## config.mk

```make
export PLATFORM = sky130hd
export DESIGN_NAME = lrua_front
export DESIGN_NICKNAME = d
export VERILOG_FILES = /design/src/design/lrua_pkg.sv /design/src/design/lrua_front.sv
export SDC_FILE = /design/constraint.sdc
export NUM_CORES = 1
export LEC_CHECK = 0
export BUFFER_PORTS_ARGS = -buffer_cell sky130_fd_sc_hd__buf_2
export CAP_MARGIN = 20
export CORE_MARGIN = 2
export CORE_UTILIZATION = 49
export DETAILED_ROUTE_END_ITERATION = 8
export PLACE_DENSITY = 0.78
export SLEW_MARGIN = 20
export SYNTH_ARGS = -nofsm -noshare
export SYNTH_HDL_FRONTEND = slang
export SYNTH_SLANG_ARGS = --single-unit
export TNS_END_PERCENT = 100
```

## constraint.sdc

```tcl
create_clock -name clock -period 2.3 [get_ports clock]
set_input_delay 0.23 -clock clock [delete_from_list [all_inputs] [get_ports clock]]
set_output_delay 0.23 -clock clock [all_outputs]
set_load 0.02 [all_outputs]
```

## src/design/lrua_pkg.sv

```systemverilog
`default_nettype none
package lrua_pkg;

   // Sizing
   localparam int MAX_WAYS = 8;
   localparam int NUM_SETS = 64;
   localparam int AGE_BITS = 8;

   localparam int SET_BITS     = (NUM_SETS > 1) ? $clog2(NUM_SETS) : 1;
   localparam int WAY_IDX_BITS = $clog2(MAX_WAYS);
   localparam int WAY_CNT_BITS = $clog2(MAX_WAYS + 1);
   localparam int ROW_BITS     = MAX_WAYS * AGE_BITS;
   localparam int AGE_TOP_INT  = (1 << AGE_BITS) - 1;
   localparam logic [AGE_BITS-1:0] AGE_TOP = '1;

   // Field widths
   localparam int CMD_BITS     = 1;
   localparam int SET_IN_BITS  = 6;
   localparam int WAY_IN_BITS  = 3;
   localparam int MASK_BITS    = 8;
   localparam int VICTIM_BITS  = 3;
   localparam int CFG_BITS     = 4;
   localparam int SET_IN_RANGE = 1 << SET_IN_BITS;

   // Stream packing
   localparam int REQ_SET_LSB    = 0;
   localparam int REQ_WAY_LSB    = REQ_SET_LSB + SET_IN_BITS;
   localparam int REQ_MASK_LSB   = REQ_WAY_LSB + WAY_IN_BITS;
   localparam int REQ_DATA_BITS  = 24;
   localparam int RSP_DATA_BITS  = 8;

   // Commands
   localparam logic [CMD_BITS-1:0] CMD_TOUCH = 1'b0;
   localparam logic [CMD_BITS-1:0] CMD_QUERY = 1'b1;

   // Register file
   localparam int CSR_ADDR_BITS = 3;
   localparam int CSR_DATA_BITS = 32;
   localparam logic REG_WAYS_IN_USE = 1'b0;
   localparam logic [CFG_BITS-1:0] WAYS_IN_USE_RESET = 4'd8;

   typedef struct packed {
      logic [SET_BITS-1:0]    set_sel;
      logic                   touch;
      logic [WAY_IN_BITS-1:0] way;
      logic [MASK_BITS-1:0]   mask;
   } item_type;

   typedef enum logic [1:0] {
      ST_CLEAR,
      ST_ISSUE,
      ST_UPDATE
   } back_state_type;

   typedef logic [SET_BITS-1:0] set_map_type [SET_IN_RANGE];

   function automatic set_map_type build_set_map();
      set_map_type m;
      for (int i = 0; i < SET_IN_RANGE; i++) begin
         m[i] = SET_BITS'(i % NUM_SETS);
      end
      return m;
   endfunction

   localparam set_map_type SET_MAP = build_set_map();

   function automatic logic [ROW_BITS-1:0] build_reset_row();
      logic [ROW_BITS-1:0] r;
      r = '0;
      for (int w = 0; w < MAX_WAYS; w++) begin
         r[w*AGE_BITS +: AGE_BITS] = (w > AGE_TOP_INT) ? AGE_TOP : AGE_BITS'(w);
      end
      return r;
   endfunction

   localparam logic [ROW_BITS-1:0] RESET_ROW = build_reset_row();

endpackage
`default_nettype wire

```

## src/design/lrua_front.sv

```systemverilog
`default_nettype none
module lrua_front (
   input  wire logic                                  clock,
   input  wire logic                                  reset,
   input  wire logic                                  req_tvalid,
   output logic                                       req_tready,
   // [5:0] set_index, [8:6] way, [16:9] valid_mask, zero fill above
   input  wire logic [lrua_pkg::REQ_DATA_BITS-1:0]    req_tdata,
   // [0] command
   input  wire logic [lrua_pkg::CMD_BITS-1:0]         req_tuser,
   input  wire logic [lrua_pkg::WAY_CNT_BITS-1:0]     ways_active,
   input  wire logic                                  accept_en,
   output logic                                       q_valid,
   input  wire logic                                  q_ready,
   output lrua_pkg::item_type                         q_item
);
   import lrua_pkg::*;

   localparam int QDEPTH = 2;

   logic [1:0] count_ff, count_in;
   logic       wr_ptr_ff, wr_ptr_in;
   logic       rd_ptr_ff, rd_ptr_in;
   item_type   slot_ff [QDEPTH];
   item_type   item_new;
   logic       push, pop;
   logic [SET_IN_BITS-1:0] set_raw;

   // Classify: fold the set index and decide whether the touch takes effect
   always_comb begin
      set_raw          = req_tdata[REQ_SET_LSB +: SET_IN_BITS];
      item_new.set_sel = SET_MAP[set_raw];
      item_new.way     = req_tdata[REQ_WAY_LSB +: WAY_IN_BITS];
      item_new.mask    = req_tdata[REQ_MASK_LSB +: MASK_BITS];
      item_new.touch   = (req_tuser == CMD_TOUCH) &&
                         (WAY_CNT_BITS'(item_new.way) < ways_active);
   end

   assign req_tready = accept_en && (count_ff != 2'(QDEPTH));
   assign push       = req_tvalid && req_tready;
   assign q_valid    = (count_ff != 2'd0);
   assign pop        = q_valid && q_ready;
   assign q_item     = slot_ff[rd_ptr_ff];

   always_comb begin
      count_in  = count_ff;
      wr_ptr_in = wr_ptr_ff;
      rd_ptr_in = rd_ptr_ff;
      if (push) begin
         wr_ptr_in = ~wr_ptr_ff;
      end
      if (pop) begin
         rd_ptr_in = ~rd_ptr_ff;
      end
      if (push && !pop) begin
         count_in = count_ff + 2'd1;
      end else if (pop && !push) begin
         count_in = count_ff - 2'd1;
      end
   end

   always_ff @(posedge clock) begin
      if (reset) begin
         count_ff  <= '0;
         wr_ptr_ff <= 1'b0;
         rd_ptr_ff <= 1'b0;
      end else begin
         count_ff  <= count_in;
         wr_ptr_ff <= wr_ptr_in;
         rd_ptr_ff <= rd_ptr_in;
      end
   end

   always_ff @(posedge clock) begin
      if (push) begin
         slot_ff[wr_ptr_ff] <= item_new;
      end
   end

endmodule
`default_nettype wire

```

Yosys cells after proc, flatten, opt, wreduce, memory -nomap -nowiden:

Memory sizes are Yosys's and may differ from the RTL's. A register that Yosys moved wholly into a read port is not among the register bits.
Index checks and enable logic that the tools add are counted.

* $add $sub $neg: 2
* magnitude comparators: 2
* equality and inequality tests: 1
* multiplexer cells: 8
* bitwise operators: 4
* reduce and logical (&&, ||, !) cells: 10

Operators by type and width (number)
* two-way mux 6 bit: 2
* greater-or-equal comparator 7 bit, second input constant: 1
* inverter 6 -> 7 bit: 1
* logical AND 1 bit: 6
* less-than comparator 3 x 4 -> 1 bit: 1
* two-way mux 1 bit: 4
* two-way mux 2 bit: 2
* nonzero test 2 bit: 2
* inverter 1 bit: 3
* adder 2 x 1 -> 2 bit, second input constant: 1
* logical NOT 1 bit: 2
* != test 2 bit, second input constant: 1
* subtractor 2 x 1 -> 2 bit, second input constant: 1

* register bits: 4
* memory bits (writable): 36
* bits in read-only memories: 384
* input port bits: 34
* output and inout bits: 20
* word-level logic and storage cells: 32
* memories kept: 2

Memory list
* (no name shown): depth 64, width 6, rd ports 1, clocked after Yosys merged registers in 0, write ports 0, RTL line lrua_front.sv:32 `item_new.set_sel = SET_MAP[set_raw];`
* slot_ff: depth 2, width 18, rd ports 1, clocked after Yosys merged registers in 1, write ports 1, RTL line lrua_front.sv:24 `item_type slot_ff [QDEPTH];`

Depth between registers and ports, before layout:

* depth in word-level cells: 7
* depth in mapped cells: 7
* depth with buffers taken out: 7

Least setup slack after synthesis:

Ideal clock, no wire load.

* path kind: reg2reg
* from: register count_ff[0]
* to: memory slot_ff[1][0] (netlist bit) (enable)
* library setup time: 0.393 ns
* data arrival time: 1.315 ns
* required time: 1.907 ns
* slack: 0.593 ns
* cell stages (with the launch flop): 3
* path buffers: 0
* clock period less this slack: 1.707 ns
* path through: dfxtp_1 o211ai_2 nor2_1

* longest elaborated chain between the ends: 5

Ends and longest elaborated chain
* start: declaration: RTL line lrua_front.sv:21 `logic [1:0] count_ff, count_in;`
* start signal: assignment: RTL line lrua_front.sv:68 `count_ff <= count_in;`
* != test 2 bit: RTL line lrua_front.sv:39 `assign req_tready = accept_en && (count_ff != 2'(QDEPTH));`
* logical AND 1 bit: RTL line lrua_front.sv:39
* logical AND 1 bit: RTL line lrua_front.sv:40 `assign push = req_tvalid && req_tready;`
* two-way mux 1 bit: RTL line lrua_front.sv:75 `if (push) begin`
* two-way mux 1 bit (implied by the code): RTL line lrua_front.sv:76 `slot_ff[wr_ptr_ff] <= item_new;`
* end: declaration: RTL line lrua_front.sv:24

Every way passes these cells.

Final worst setup path:

* from: register count_ff[1]
* to: register count_ff[1]

* longest elaborated chain between the ends: 6
* elaborated cells on any way between the ends: 14
* those cells by class: 2 x add/sub; 1 x eq/ne; 2 x mux; 9 x reduce/logical

Ends and longest elaborated chain
* != test 2 bit (*): RTL line lrua_front.sv:39
* logical AND 1 bit (*): RTL line lrua_front.sv:39
* logical AND 1 bit (*): RTL line lrua_front.sv:40
* via push: RTL line lrua_front.sv:26 `logic push, pop;`
* logical NOT 1 bit: RTL line lrua_front.sv:57 `end else if (pop && !push) begin`
* logical AND 1 bit: RTL line lrua_front.sv:57
* nonzero test 2 bit (no line)

The timed path passes the listed nets; every way through them passes the cells marked *. The select of a mux whose other input is x is not followed.
A chain may end at the register's enable or synchronous reset.

==> results.txt <==
Outcome - completed
Htree depth - 2
Synth Net Count - 130
TritonCTS Buffers - 5
Syn Inst Count - 93
PwrDens - 946.1 nW/µm²
Effective utilization at floorplan - 0.5187
Hold Fails Final Rpt - 0
I/O Pins - 54
Clock Skew - 4.396 ps
1st-pass router iterations - 4
Synth unique cells - 18
Max transition margin - 0.7673
Slowest CP cell - dfxtp_1
CTS Sinks - 41
Multi-input logic area - 381.6 µm²
Critical-path cell list - inv_1 > o211ai_2 > inv_1 > ha_1 > or3_1 > a21oi_1
Latest clock arrival within the worst-skew pair - 330 ps
Syn. warnings - 0
WL final - 2602 µm
Commonest non-fill, non-tap cell in the layout - buf_2
RSZ-0062 raised after global routing - false
Root buf cell - clkbuf_4
Worst-path clk slew - 100 ps
Final slew viol count - 0
Min-delay src - req_tdata[3]
# setup viols final - 0
First-pass GRT wire length - 3795 µm
Largest net degree at the start of global routing - 19
Levels on crit path - 6
All-Layer GR Usage - 0.1502
R2R Path Start - count_ff[1]
Crit path buffers/inverters - 2
DRT iter0 DRCs - 41
Fin area - 1942 µm²
Share of layout cells above drive strength 1 - 0.5170
Sequential cell area - 1181 µm²
Cts hold-fix bufs - 0
Area delta synth->final - 21.63%
Initial antenna violation count - 0
Vias per cell - 4.838
Leakage Power - 0.7801 nW
Die width - 61.08 µm
Die H - 61.08 µm
Tcrit/Tclk final - 0.7439
# rows - 20
Comb pwr share - 0.323
Setup Buffers After CTS - 0
Most frequent cells in the layout - 46 x buf_2, 36 x edfxtp_1, 19 x mux2_2
Crit path DAT - 1980 ps
Clk buf depth - 2
CP dominant cell by count - inv_1
CTS tree - yes
FF+latch count, synth - 41
Reg power frac - 0.508
Crit path time final - 1711 ps
Class of the worst hold path - in2reg
Synthesized area - 1597 µm²
Max-cap violations - 0
CP Capture Type - register
CP max stage delay - 390 ps
Sw Share - 0.3148
R2R cell count - 6
Min-Delay Path Depth - 1
Fmax - 584.4 MHz
Largest delay share family, worst path - compound AO/OA/AOI/OAI gates
GRT overflow - 0
Worst Max-Slew Pin Slew - 345.4 ps
Vias in the first global route - 909
Crit path kind - reg2reg
Core ar. - 3078 µm²
Post-synthesis sequential area ratio - 0.7398
Critical Path RT - 2570 ps
Post-cts resize count - 0
Setup TNS - 0 ps
CP startpoint kind - register
Wire per inst - 13.62 µm
Routed Antenna Nets - 0
Detailed-route DRC error count - 0
Die footprint - 3731 µm²
Worst ir drop on vdd - 0.0004532 V
Syn Area/Cell - 17.17 µm²
Vias - 924
Highest net fanout along the worst path - 5
Total power - 1.837 mW
Clock power frac - 0.169
P_int - 1.259 mW
Critical Path Source - count_ff[1]
Fillers - 252
Placer's final routability congestion estimate - 0.7335
Placement Cell Area - 1897 µm²
Antenna diodes - 0
Port buffer count - 46
Nets@finish - 184
Psw - 0.5784 mW
## worst reg2reg max path, stage by stage, from the launching register on
cell,delay (ps)
dfxtp_1,390
inv_1,80
o211ai_2,270
inv_1,80
ha_1,340
or3_1,350
a21oi_1,140
## cell type report
cell class,count,share of cell area
Sequential cell,41,0.6082
Clock inverter,1,0.001933
Tap cell,44,0.02835
Clock buffer,6,0.02126
Multi-Input combinational cell,43,0.1965
Inverter,7,0.01353
Timing Repair Buffer,49,0.1302
## flip-flops by register name, indices dropped and copies added (netlist names), named ones only
name	flops
slot_ff	36
count_ff	2
wr_ptr_ff	1
rd_ptr_ff	1
## synthesized netlist by cell type
| cell type | count | share of area |
|---|---|---|
| nand2b_1 | 1 | 0.0039 |
| edfxtp_1 | 36 | 0.68 |
| a21oi_1 | 1 | 0.0031 |
| mux2_2 | 19 | 0.13 |
| buf_2 | 1 | 0.0031 |
| ha_1 | 3 | 0.024 |
| a21o_1 | 2 | 0.0094 |
| a31oi_1 | 1 | 0.0039 |
| inv_1 | 7 | 0.016 |
| buf_4 | 1 | 0.0047 |
| nand2_1 | 1 | 0.0023 |
| o21ai_0 | 2 | 0.0063 |
| or3_1 | 1 | 0.0039 |
| o211ai_2 | 1 | 0.0078 |
| a21boi_0 | 1 | 0.0047 |
| nor2_1 | 7 | 0.016 |
| dfxtp_1 | 5 | 0.063 |
| xor2_1 | 3 | 0.016 |
## per-layer routing
layer,GRT usage,vias up,part of all wire
li1,-,449,-
met1,0.1589,438,0.40
met2,0.2584,33,0.52
met3,0.06723,4,0.068
met4,0.06522,0,0.0096
met5,0,-,0
## stage by stage
stage	std cells	utilization	setup slack, ps	hold WS [ps]
floorplan	93	-	593.0	299.1
global route	191	0.6309	464.8	56.38
CTS	191	0.6309	590.9	66.90
detailed placement	184	0.6163	611.1	425.2
global placement	184	0.6163	695.6	417.5
finish	191	0.6309	589.0	81.11
## power groups by stage
stage	Clock, mW	Combinational [mW]	Sequential [mW]
6_report	0.311	0.593	0.934
3_3_place_gp	0	0.582	0.945
3_5_place_dp	0	0.597	0.952
2_1_floorplan	0	0.426	0.942
5_1_grt	0.351	0.645	0.944
4_1_cts	0.325	0.599	0.935
## kinds of logic after synthesis
family | count (synthesis) | share of synthesized area
fa+ha+maj | 3 | 0.02351
buf+inv | 9 | 0.02430
flops | 41 | 0.7398
xor+xnor | 3 | 0.01646
compound gates | 8 | 0.03526
simple gates | 10 | 0.02665
mux | 19 | 0.1340
## path summary, 6_finish.rpt
check                   endpoint  slack [ps]
setup / recovery     count_ff[1]         590
hold / removal    slot_ff[0][15]          80
setup reg to reg     count_ff[1]         590
hold reg to reg        rd_ptr_ff         520
No activity file was read; power rests on OpenSTA's default activity.
